## config.mk

```make
export PLATFORM = sky130hd
export DESIGN_NAME = pma_region_checker_top
export DESIGN_NICKNAME = d
export VERILOG_FILES = /design/src/hdl/pmarc_pkg.sv /design/src/hdl/pmarc_dp.sv /design/src/hdl/pmarc_ctrl.sv /design/src/hdl/pma_region_checker_top.sv
export SDC_FILE = /design/constraint.sdc
export NUM_CORES = 2
export LEC_CHECK = 0
export CAP_MARGIN = 20
export CORE_MARGIN = 2
export CORE_UTILIZATION = 41
export DETAILED_ROUTE_END_ITERATION = 8
export DONT_BUFFER_PORTS = 1
export PLACE_DENSITY = 0.65
export SYNTH_ARGS = -nofsm -noshare
export SYNTH_HDL_FRONTEND = slang
export SYNTH_SLANG_ARGS = --single-unit
```

## constraint.sdc

```tcl
create_clock -name clk_i -period 8.2 [get_ports clk_i]
set_input_delay 0.41 -clock clk_i [delete_from_list [all_inputs] [get_ports clk_i]]
set_output_delay 0.41 -clock clk_i [all_outputs]
set_load 0.005 [all_outputs]
```

## src/hdl/pmarc_pkg.sv

```systemverilog
// Package for the PMA region checker: request codes, FSM states,
// controller/datapath command and status structs, attribute helpers. No dependencies.
package pmarc_pkg;

  localparam int unsigned MaxRegionsDefault = 16;

  typedef enum logic [1:0] {
    REQ_ADD    = 2'd0,
    REQ_REMOVE = 2'd1,
    REQ_CLEAR  = 2'd2,
    REQ_LOOKUP = 2'd3
  } req_e;

  typedef enum logic [2:0] {
    ST_IDLE,
    ST_ADD,
    ST_REMOVE,
    ST_LOOKUP,
    ST_DONE
  } state_e;

  // Attribute bit positions.
  localparam int unsigned AttrR  = 0;
  localparam int unsigned AttrW  = 1;
  localparam int unsigned AttrX  = 2;
  localparam int unsigned AttrA  = 3;
  localparam int unsigned AttrC  = 4;
  localparam int unsigned AttrD  = 5;
  localparam int unsigned AttrIc = 6;
  localparam int unsigned AttrDc = 7;

  localparam logic [7:0] CacheBits = 8'hD0;

  localparam logic [1:0] TypeNormal   = 2'd0;
  localparam logic [1:0] TypeDevice   = 2'd1;
  localparam logic [1:0] TypeReserved = 2'd3;

  localparam logic [2:0] PolWriteBack   = 3'd0;
  localparam logic [2:0] PolWriteThru   = 3'd1;
  localparam logic [2:0] PolUncached    = 3'd3;
  localparam logic [2:0] PolUncacheable = 3'd4;

  typedef struct packed {
    logic       cap;         // capture request fields
    logic       wr_en;
    logic       wr_new;      // write the captured region instead of the read entry
    logic       res_load;
    logic       res_status;
    logic       res_lookup;
    logic       res_hit;
  } dp_cmd_t;

  typedef struct packed {
    logic       start_ge;    // start of read entry >= captured start
    logic       start_ne;    // start of read entry != captured start
    logic       in_range;    // lookup address inside read entry
  } dp_sts_t;

  function automatic logic [7:0] make_attr(input logic [1:0] mtype, input logic [2:0] pol);
    logic [7:0] a;
    unique case (mtype)
      2'd0:    a = 8'hDF;
      2'd1:    a = 8'h2B;
      2'd2:    a = 8'h23;
      default: a = 8'h00;
    endcase
    if (pol == PolWriteBack || pol == PolWriteThru) begin
      a = a | CacheBits;
    end else if (pol <= PolUncacheable) begin
      a = a & ~CacheBits;
    end
    return a;
  endfunction

endpackage

```

## src/hdl/pmarc_dp.sv

```systemverilog
// Datapath of the PMA region checker: region table, comparators, result register.
// Depends on pmarc_pkg.
module pmarc_dp #(
  parameter int unsigned MaxRegions = pmarc_pkg::MaxRegionsDefault,
  parameter int unsigned IdxW       = (MaxRegions > 1) ? $clog2(MaxRegions) : 1
) (
  input  logic               clk_i,
  input  logic [31:0]        region_start_i,
  input  logic [31:0]        region_end_i,
  input  logic [1:0]         mem_type_i,
  input  logic [2:0]         policy_in_i,
  input  logic [31:0]        lookup_addr_i,
  input  logic [IdxW-1:0]    rd_idx_i,
  input  logic [IdxW-1:0]    wr_idx_i,
  input  pmarc_pkg::dp_cmd_t cmd_i,
  output pmarc_pkg::dp_sts_t sts_o,
  output logic               status_o,
  output logic               hit_o,
  output logic [7:0]         attr_o,
  output logic [1:0]         type_out_o,
  output logic [2:0]         policy_out_o
);

  logic [31:0] start_mem [MaxRegions];
  logic [31:0] end_mem   [MaxRegions];
  logic [7:0]  attr_mem  [MaxRegions];

  logic [31:0] start_q, end_q, addr_q;
  logic [7:0]  new_attr_q;
  logic        status_q, hit_q, lookup_q;
  logic [7:0]  attr_q;

  // Table read data, registered: an entry addressed in a cycle is seen in the next.
  logic [31:0] rd_start_q, rd_end_q;
  logic [7:0]  rd_attr_q;

  always_ff @(posedge clk_i) begin
    rd_start_q <= start_mem[rd_idx_i];
    rd_end_q   <= end_mem[rd_idx_i];
    rd_attr_q  <= attr_mem[rd_idx_i];
    if (cmd_i.cap) begin
      start_q    <= region_start_i;
      end_q      <= region_end_i;
      addr_q     <= lookup_addr_i;
      new_attr_q <= pmarc_pkg::make_attr(mem_type_i, policy_in_i);
    end
    if (cmd_i.wr_en) begin
      start_mem[wr_idx_i] <= cmd_i.wr_new ? start_q    : rd_start_q;
      end_mem[wr_idx_i]   <= cmd_i.wr_new ? end_q      : rd_end_q;
      attr_mem[wr_idx_i]  <= cmd_i.wr_new ? new_attr_q : rd_attr_q;
    end
    if (cmd_i.res_load) begin
      status_q <= cmd_i.res_status;
      lookup_q <= cmd_i.res_lookup;
      hit_q    <= cmd_i.res_hit;
      attr_q   <= rd_attr_q;
    end
  end

  assign sts_o.start_ge = rd_start_q >= start_q;
  assign sts_o.start_ne = rd_start_q != start_q;
  assign sts_o.in_range = (addr_q >= rd_start_q) && (addr_q <= rd_end_q);

  always_comb begin
    status_o     = status_q;
    hit_o        = lookup_q & hit_q;
    attr_o       = 8'h00;
    type_out_o   = pmarc_pkg::TypeNormal;
    policy_out_o = pmarc_pkg::PolWriteBack;
    if (lookup_q && !hit_q) begin
      type_out_o   = pmarc_pkg::TypeReserved;
      policy_out_o = pmarc_pkg::PolUncacheable;
    end else if (lookup_q) begin
      attr_o = attr_q;
      if (attr_q[pmarc_pkg::AttrD]) begin
        type_out_o = attr_q[pmarc_pkg::AttrW] ? pmarc_pkg::TypeDevice : pmarc_pkg::TypeReserved;
      end
      if (!attr_q[pmarc_pkg::AttrC]) begin
        policy_out_o = pmarc_pkg::PolUncacheable;
      end else if (attr_q[pmarc_pkg::AttrD]) begin
        policy_out_o = pmarc_pkg::PolUncached;
      end
    end
  end

endmodule

```

## src/hdl/pmarc_ctrl.sv

```systemverilog
// Controller of the PMA region checker: request sequencer, table pointers, count.
// Depends on pmarc_pkg.
module pmarc_ctrl #(
  parameter int unsigned MaxRegions = pmarc_pkg::MaxRegionsDefault,
  parameter int unsigned IdxW       = (MaxRegions > 1) ? $clog2(MaxRegions) : 1,
  parameter int unsigned CntW       = $clog2(MaxRegions + 1)
) (
  input  logic               clk_i,
  input  logic               rst_ni,
  input  logic               in_valid_i,
  output logic               in_stall_o,
  output logic               out_valid_o,
  input  logic               out_stall_i,
  input  logic [1:0]         req_type_i,
  output logic [IdxW-1:0]    rd_idx_o,
  output logic [IdxW-1:0]    wr_idx_o,
  output pmarc_pkg::dp_cmd_t cmd_o,
  input  pmarc_pkg::dp_sts_t sts_i
);

  localparam logic [CntW-1:0] Full = CntW'(MaxRegions);

  pmarc_pkg::state_e state_q, state_d;
  logic [CntW-1:0] ptr_q, ptr_d, wptr_q, wptr_d, count_q, count_d;
  logic [CntW-1:0] ptr_m1, ptr_m2, ptr_p1, count_m1;

  assign ptr_m1   = ptr_q - 1'b1;
  assign ptr_m2   = ptr_q - 2'd2;
  assign ptr_p1   = ptr_q + 1'b1;
  assign count_m1 = count_q - 1'b1;

  always_ff @(posedge clk_i or negedge rst_ni) begin
    if (!rst_ni) begin
      state_q <= pmarc_pkg::ST_IDLE;
      ptr_q   <= '0;
      wptr_q  <= '0;
      count_q <= '0;
    end else begin
      state_q <= state_d;
      ptr_q   <= ptr_d;
      wptr_q  <= wptr_d;
      count_q <= count_d;
    end
  end

  // The table read is registered, so each entry is addressed in the cycle before it is wanted.
  always_comb begin
    state_d     = state_q;
    ptr_d       = ptr_q;
    wptr_d      = wptr_q;
    count_d     = count_q;
    cmd_o       = '0;
    rd_idx_o    = IdxW'(ptr_p1);
    wr_idx_o    = IdxW'(ptr_q);
    in_stall_o  = 1'b1;
    out_valid_o = 1'b0;
    unique case (state_q)
      pmarc_pkg::ST_IDLE: begin
        in_stall_o = 1'b0;
        rd_idx_o   = '0;
        if (in_valid_i) begin
          cmd_o.cap = 1'b1;
          ptr_d     = '0;
          wptr_d    = '0;
          unique case (pmarc_pkg::req_e'(req_type_i))
            pmarc_pkg::REQ_ADD: begin
              if (count_q >= Full) begin
                cmd_o.res_load   = 1'b1;
                cmd_o.res_status = 1'b1;
                state_d          = pmarc_pkg::ST_DONE;
              end else begin
                rd_idx_o = IdxW'(count_m1);
                ptr_d    = count_q;
                state_d  = pmarc_pkg::ST_ADD;
              end
            end
            pmarc_pkg::REQ_REMOVE: state_d = pmarc_pkg::ST_REMOVE;
            pmarc_pkg::REQ_CLEAR: begin
              count_d        = '0;
              cmd_o.res_load = 1'b1;
              state_d        = pmarc_pkg::ST_DONE;
            end
            pmarc_pkg::REQ_LOOKUP: state_d = pmarc_pkg::ST_LOOKUP;
            default: state_d = pmarc_pkg::ST_IDLE;
          endcase
        end
      end
      pmarc_pkg::ST_ADD: begin
        // Walk down from the end, moving entries up until the slot is found.
        rd_idx_o     = IdxW'(ptr_m2);
        cmd_o.wr_en  = 1'b1;
        if (ptr_q == '0 || !sts_i.start_ge) begin
          cmd_o.wr_new   = 1'b1;
          cmd_o.res_load = 1'b1;
          count_d        = count_q + 1'b1;
          state_d        = pmarc_pkg::ST_DONE;
        end else begin
          ptr_d = ptr_m1;
        end
      end
      pmarc_pkg::ST_REMOVE: begin
        wr_idx_o = IdxW'(wptr_q);
        if (ptr_q == count_q) begin
          count_d        = wptr_q;
          cmd_o.res_load = 1'b1;
          state_d        = pmarc_pkg::ST_DONE;
        end else begin
          if (sts_i.start_ne) begin
            cmd_o.wr_en = 1'b1;
            wptr_d      = wptr_q + 1'b1;
          end
          ptr_d = ptr_p1;
        end
      end
      pmarc_pkg::ST_LOOKUP: begin
        cmd_o.res_lookup = 1'b1;
        if (ptr_q == count_q) begin
          cmd_o.res_load = 1'b1;
          state_d        = pmarc_pkg::ST_DONE;
        end else if (sts_i.in_range) begin
          cmd_o.res_load = 1'b1;
          cmd_o.res_hit  = 1'b1;
          state_d        = pmarc_pkg::ST_DONE;
        end else begin
          ptr_d = ptr_p1;
        end
      end
      pmarc_pkg::ST_DONE: begin
        out_valid_o = 1'b1;
        if (!out_stall_i) begin
          state_d = pmarc_pkg::ST_IDLE;
        end
      end
      default: state_d = pmarc_pkg::ST_IDLE;
    endcase
  end

endmodule

```

## src/hdl/pma_region_checker_top.sv

```systemverilog
// Top level of the PMA region checker: joins controller and datapath.
// Depends on pmarc_pkg, pmarc_ctrl and pmarc_dp.
//
// Usage: one request item enters on the input channel (in_valid_i with in_stall_o
// driven by this block) and exactly one result item leaves on the output channel
// (out_valid_o with out_stall_i driven by the receiver).
// Requests: add a region, remove all regions with a given start, clear, or look up an
// address. The table holds up to MaxRegions regions in start order.
// Clear and a full-table add go straight to the result; an add walks down from the end,
// shifting entries up until its slot is found; a remove walks every entry; a lookup
// walks the entries up to the first hit, or all of them on a miss. The controller walks
// the table through the single read port, one entry per cycle.
// One item is worked on at a time: in_stall_o is low only while the block is idle.
// Reset empties the table (the region count goes to zero) and drops any pending item.
// While the receiver stalls, the result is held stable and no new item is taken.
module pma_region_checker_top #(
  parameter int unsigned MaxRegions = pmarc_pkg::MaxRegionsDefault
) (
  input  logic        clk_i,
  input  logic        rst_ni,
  input  logic        in_valid_i,
  output logic        in_stall_o,
  input  logic [1:0]  req_type_i,
  input  logic [31:0] region_start_i,
  input  logic [31:0] region_end_i,
  input  logic [1:0]  mem_type_i,
  input  logic [2:0]  policy_in_i,
  input  logic [31:0] lookup_addr_i,
  output logic        out_valid_o,
  input  logic        out_stall_i,
  output logic        status_o,
  output logic        hit_o,
  output logic        readable_o,
  output logic        writable_o,
  output logic        executable_o,
  output logic        atomic_ok_o,
  output logic        cacheable_o,
  output logic        device_memory_o,
  output logic        icache_ok_o,
  output logic        dcache_ok_o,
  output logic [1:0]  type_out_o,
  output logic [2:0]  policy_out_o
);

  localparam int unsigned IdxW = (MaxRegions > 1) ? $clog2(MaxRegions) : 1;

  logic [IdxW-1:0]    rd_idx, wr_idx;
  pmarc_pkg::dp_cmd_t cmd;
  pmarc_pkg::dp_sts_t sts;
  logic [7:0]         attr;

  pmarc_ctrl #(.MaxRegions(MaxRegions)) u_ctrl (
    .clk_i       (clk_i),
    .rst_ni      (rst_ni),
    .in_valid_i  (in_valid_i),
    .in_stall_o  (in_stall_o),
    .out_valid_o (out_valid_o),
    .out_stall_i (out_stall_i),
    .req_type_i  (req_type_i),
    .rd_idx_o    (rd_idx),
    .wr_idx_o    (wr_idx),
    .cmd_o       (cmd),
    .sts_i       (sts)
  );

  pmarc_dp #(.MaxRegions(MaxRegions)) u_dp (
    .clk_i          (clk_i),
    .region_start_i (region_start_i),
    .region_end_i   (region_end_i),
    .mem_type_i     (mem_type_i),
    .policy_in_i    (policy_in_i),
    .lookup_addr_i  (lookup_addr_i),
    .rd_idx_i       (rd_idx),
    .wr_idx_i       (wr_idx),
    .cmd_i          (cmd),
    .sts_o          (sts),
    .status_o       (status_o),
    .hit_o          (hit_o),
    .attr_o         (attr),
    .type_out_o     (type_out_o),
    .policy_out_o   (policy_out_o)
  );

  // Attribute bits fan out to their own result fields.
  assign readable_o      = attr[pmarc_pkg::AttrR];
  assign writable_o      = attr[pmarc_pkg::AttrW];
  assign executable_o    = attr[pmarc_pkg::AttrX];
  assign atomic_ok_o     = attr[pmarc_pkg::AttrA];
  assign cacheable_o     = attr[pmarc_pkg::AttrC];
  assign device_memory_o = attr[pmarc_pkg::AttrD];
  assign icache_ok_o     = attr[pmarc_pkg::AttrIc];
  assign dcache_ok_o     = attr[pmarc_pkg::AttrDc];

endmodule

```

# == Word level (Yosys, flattened, before mapping) ==
# Memory sizes are Yosys's and may differ from the RTL's. A register that Yosys moved wholly into a read port is not among the register bits.
# Index checks and enable logic that the tools add are counted.
# totals
n_memories,3
reg_bits,133
mem_bits_rw,1152
mem_bits_ro,0
output_inout_bits,17
latchBits,0
inputBits,107
# memory_table
memory,words,width,read_ports,rd_clocked_by_memory_dff,wr,line_no,text
u_dp.end_mem,16,32,1,1,1,pmarc_dp.sv:25,logic [31:0] end_mem [MaxRegions];
u_dp.start_mem,16,32,1,1,1,pmarc_dp.sv:24,logic [31:0] start_mem [MaxRegions];
u_dp.attr_mem,16,8,1,1,1,pmarc_dp.sv:26,logic [7:0] attr_mem [MaxRegions];
# op_classes
mux,68
bitwise,2
addsub,6
n_reduce_logical,20
eq_ne,23
n_shift,0
order_cmp,5
div_mod_pow,0
mul,0
# op_table
op,n
$mux 5,14
$ge 32x32->1,2
$mux 32,2
$le 32x32->1,1
$mux 8,4
$ne 32x32->1,1
$mux 3,10
$pmux 8 s3,1
$pmux 5 s4,1
$mux 2,9
$mux 4,4
$ne 2x2->1 const B,8
$add 5x1->5 const B,3
$pmux 3 s5,1
$pmux 5 s3,1
$mux 1,14
$pmux 3 s4,1
$pmux 5 s2,1
$reduce_and 5->1,2
$pmux 4 s2,1
$eq 2x2->1 const B,3
$eq 3x1->1 const B,2
$eq 3x2->1 const B,2
$logic_not 3->1,2
27 further kinds,34

# == Depth between registers and ports, before layout ==
# depth
depth_word,6
ltp_mapped,13
ltp_nobuf,10

# == Cells and area by module ==
# Synthesis repeated with hierarchy kept, for this count alone.
# unflattened
cells_unflattened,2507
hier_area_um2,52949.5
# by_module_without_submodules
mod,area_each_um2,instances,cells_per_inst
pmarc_dp,51384.3,1,2315
pmarc_ctrl,1565.3,1,192

# == Worst setup path after synthesis ==
# No wires, ideal clock.
# synth_path
kind,register -> register
start,reg u_ctrl.state_q[2]
end,mem u_dp.attr_mem[5][0] (enable)
required_ns,7.697
setup_slack_ns,3.171
stages_incl_launch_ff,8
setup_ns,0.503
arrival_ns,4.526
period_less_slack_ns,5.029
n_path_buf,2
path_cell_list,dfrtp_1 -> clkbuf_1 -> nor2_1 -> nand2_1 -> clkbuf_1 -> nand3_1 -> a21o_1 -> nor2_1
# synth_via
elab_chain_cells,4
elab_cells_between_ends,6
# synth_lines
element,line_no,text
from (decl),pmarc_ctrl.sv:23,"pmarc_pkg::state_e state_q, state_d;"
from (signal assigned),pmarc_ctrl.sv:34,state_q <= pmarc_pkg::ST_IDLE;
from (signal assigned),pmarc_ctrl.sv:39,state_q <= state_d;
$eq 3x2->1 or $eq 3x1->1 (tied branches),pmarc_ctrl.sv:57,unique case (state_q)
$pmux 1 s2,pmarc_ctrl.sv:57,
$mux 1,pmarc_dp.sv:47,if (cmd_i.wr_en) begin
$mux 1,pmarc_dp.sv:50,attr_mem[wr_idx_i] <= cmd_i.wr_new ? new_attr_q : rd_attr_q;
to (decl),pmarc_dp.sv:26,
# Several ways; a longest one is shown, not always the timed one.

# == Worst setup path after layout ==
# layout_path
start,reg u_ctrl.state_q[2]
end,mem u_dp.end_mem[8][11] (enable)
# layout_via
elab_chain_cells,4
elab_cells_between_ends,6
# layout_lines
element,line_no,text
$eq 3x2->1 or $eq 3x1->1 (tied branches),pmarc_ctrl.sv:57,
$pmux 1 s2,pmarc_ctrl.sv:57,
$mux 1,pmarc_dp.sv:47,
$mux 1,pmarc_dp.sv:49,end_mem[wr_idx_i] <= cmd_i.wr_new ? end_q : rd_end_q;
to (decl),pmarc_dp.sv:25,
# Several ways; a longest one is shown, not always the timed one.

==> qor.csv <==
metric,value,unit
status,"finished, final reports clean",
p_per_area,430,nW/um2
ir_worst_vdd,605,uV
drt_wl_total,142000,um
stdcell_count,5897,
rows,134,
ys_ff_latch,1354,
fin_crit,4.47,ns
initial_core_util,41.3,%
drc,0,
clock-root-buffer,clkbuf_16,
syn_avg_cell_area,14.0,um2
viasPerCell,5.72,
ys_seq_area_share,72.4,%
switchingPower,10.3,mW
synth_warnings,0,
synth_nets,4160,
drive_gt1_share,8.54,%
tns,0,ns
io_buffer_count,0,
clock_path_buffers,3,
r2r_start,u_ctrl.state_q[2],
synth_edf_count,1264,
dr.pass1.iters,5,
syn_area,55100,um2
p_seq_share,37.5,%
cts_max_level,4,
vias,33704,
ioPinCount,124,
synthToLayoutAreaGrowth,14.0,%
gp_congestion,0.867,
hold_viol,0,
drt_first_iter_violations,4175,
finClkSkew,0.0384,ns
leakagePower,20.8,nW
overflow,0,
ant_nets,0,
crit_path_max_fanout,37,
tritoncts,done,
p_clk_share,23.5,%
cp_data_required_time,8.59,ns
clock_sinks,1354,
end_kind,register,
post_cts_resized,0,
reg2reg_depth,7,
antenna_found_initial,19,
core,133000,um2
hold_path_depth,2,
worst_pin_slew,1.17,ns
dpl.cell_count,5528,
dpl.hpwl,73700,um
ys_types,64,
gr-usage-all-layers,20.4,%
cts_buffers,139,
async_reset_ff_share,1.33,%
slew_viol_final,0,
hold_end,u_ctrl.state_q[2],
ys.flop_type,edfxtp_1,
timing.rr.end,u_dp.end_mem[8][11],
die_x,371,um
comb_power_share,38.9,%
syn_inst,3945,
first_global_vias,31523,
setup_viol,0,
clk_transition_reported_paths,0.06,ns
nNetsFinal,4223,
p_sw_share,38.0,%
critPathLaunchType,register,
hold_path.class,in2reg,
grt_max_degree,219,
r2r_slack,3.73,ns
intPower,16.7,mW
rsz0062_at_grt,false,
crit_type,reg2reg,
slew_headroom,21.9,%
die_area,137000,um2
min_period_over_period,54.6,%
clkLatencyLatePin,0.76,ns
max_cap_viol_count,0,
fmax,224,MHz
worstPathArrival,4.87,ns
avgRoutedWirePerCell,24.0,um
dieHeight,371,um
worstHoldStart,req_type_i[0],
grt_pass1_wl,208000,um
[per-stage QoR]
step / hold slack (ns) / setup slack (ns) / power [mW] / utilization (%) / area, um2
global route: 0.0645 / 3.48 / 28.6 / 47.0 / 62800
global placement: 0.117 / 3.76 / 20.5 / 42.8 / 57100
floorplan: 0.114 / 3.17 / 17.7 / - / 55100
finish: 0.0680 / 3.73 / 27.0 / 47.1 / 62800
CTS: 0.0212 / 3.75 / 27.1 / 47.0 / 62800
detailed placement: 0.117 / 3.77 / 20.7 / 42.8 / 57100
[area by class of cell]
cell class                      instances  area [um2]
Antenna cell                            6        15.0
Clock buffer                          185        3820
Clock inverter                         71         798
Fill cell                           11440       70700
Inverter                              115         437
Multi-Input combinational cell       2213       13900
Sequential cell                      1354       39800
Tap cell                             1768        2210
Timing Repair Buffer                  185        1800
[placed cells by master, fill, tap and decap left out, types with 5 or more instances in the layout]
master / n
nand2_1: 637
clkbuf_16: 143
a21oi_1: 197
clkinv_1: 23
and2_1: 226
clkinv_8: 5
xnor2_1: 10
dfrtp_1: 18
nor2_4: 17
buf_4: 68
clkinv_2: 19
buf_12: 12
clkbuf_1: 34
inv_1: 114
clkinvlp_4: 5
nor2_1: 32
ha_1: 108
bufinv_16: 13
a211oi_1: 363
diode_2: 6
o21ai_0: 50
a311oi_1: 144
dfxtp_1: 72
mux2_2: 42
nand4_1: 22
and4_1: 5
a221oi_1: 7
a21o_1: 12
dlygate4sd3_1: 105
nand3_1: 22
clkbuf_8: 8
and3_1: 14
and2_0: 66
a31oi_1: 149
nor3_1: 15
o21ai_1: 6
edfxtp_1: 1264
[cell families (layout without fill, tap and decap cells)]
kind of cell               Yosys count  in the layout  share of synthesized area, %
DFF                               1354           1354                          72.4
buffers and inverters              378            556                          2.79
AOI/OAI and AO/OA                  965            965                          12.1
and+or+nand+nor                   1081           1081                          9.15
xor gates and xnor gates            13             13                         0.207
muxes                               46             46                         0.931
other                                0              6                             0
adders and majority gates          108            108                          2.45
[worst max-delay path by stage]
stage                     depth (start not counted)  slack [ns]               from                  end
after global routing                             11        3.48  u_ctrl.state_q[2]   u_dp.rd_start_q[3]
final                                             7        3.73  u_ctrl.state_q[2]  u_dp.end_mem[8][11]
after detailed placement                         11        3.77  u_ctrl.state_q[0]   u_dp.rd_start_q[3]
after global placement                           11        3.76  u_ctrl.state_q[2]   u_dp.rd_start_q[3]
after floorplan                                   7        3.17  u_ctrl.state_q[2]  u_dp.attr_mem[5][0]
after CTS                                        11        3.75  u_ctrl.state_q[2]   u_dp.rd_start_q[3]
[synth_stat cells (15+ instances only)]
cell type | n | area share (%)
edfxtp_1 | 1264 | 69
nand2_1 | 637 | 4.3
a211oi_1 | 363 | 4.9
and2_1 | 226 | 2.6
a21oi_1 | 197 | 1.8
clkbuf_1 | 158 | 1.1
a31oi_1 | 149 | 1.7
a311oi_1 | 144 | 2.3
inv_1 | 114 | 0.78
ha_1 | 108 | 2.5
buf_2 | 92 | 0.84
dfxtp_1 | 72 | 2.6
and2_0 | 66 | 0.75
o21ai_0 | 55 | 0.50
nor2_1 | 48 | 0.33
mux2_2 | 42 | 0.86
nand3_1 | 22 | 0.20
nand4_1 | 22 | 0.25
dfrtp_1 | 18 | 0.82
nor3_1 | 15 | 0.14
[critical path: stages, from the launching register on]
cell and delay (ns):
dfrtp_1 0.55, nand2b_1 0.33, nor2_1 0.63, and3_1 0.35, o22ai_1 0.30, nor2_4 0.58
buf_4 0.82, buf_4 0.53
[state kept, by name (all words and copies together), names as in the netlist]
signal	count
u_ctrl.ptr_q	5
u_dp.end_q	32
u_dp.attr_q	8
u_dp.attr_mem	128
u_dp.status_o	1
u_dp.rd_attr_q	8
u_dp.lookup_q	1
u_ctrl.count_q	5
u_dp.start_q	32
u_dp.hit_q	1
u_dp.rd_end_q	32
u_dp.end_mem	512
u_dp.new_attr_q	5
u_dp.start_mem	512
u_ctrl.state_q	3
u_dp.rd_start_q	32
u_dp.addr_q	32
u_ctrl.wptr_q	5
[layer usage]
metal | global-route usage, % | share of wire [%] | up-vias
li1 | - | - | 15189
met1 | 30.2 | 45 | 17017
met5 | 0 | 0.040 | -
met2 | 31.0 | 45 | 1302
met4 | 5.07 | 1.7 | 10
met3 | 3.57 | 8.0 | 186
[power by group through the flow]
stage          combinational [mW]  clock [mW]  sequential (mW)
6_report                     10.5        6.36             10.1
5_1_grt                      11.7        6.72             10.2
3_3_place_gp                 10.2           0             10.3
4_1_cts                      10.5        6.44             10.1
3_5_place_dp                 10.4           0             10.3
2_1_floorplan                7.67           0             10.0
[timing repair]
| item | 4_1_cts | 5_1_grt |
|---|---|---|
| hold endpoints to repair | 123 | 0 |
| buffers inserted | 0 | 0 |
| hold buffers | 105 | 0 |
(Power assumes the default switching activity.)
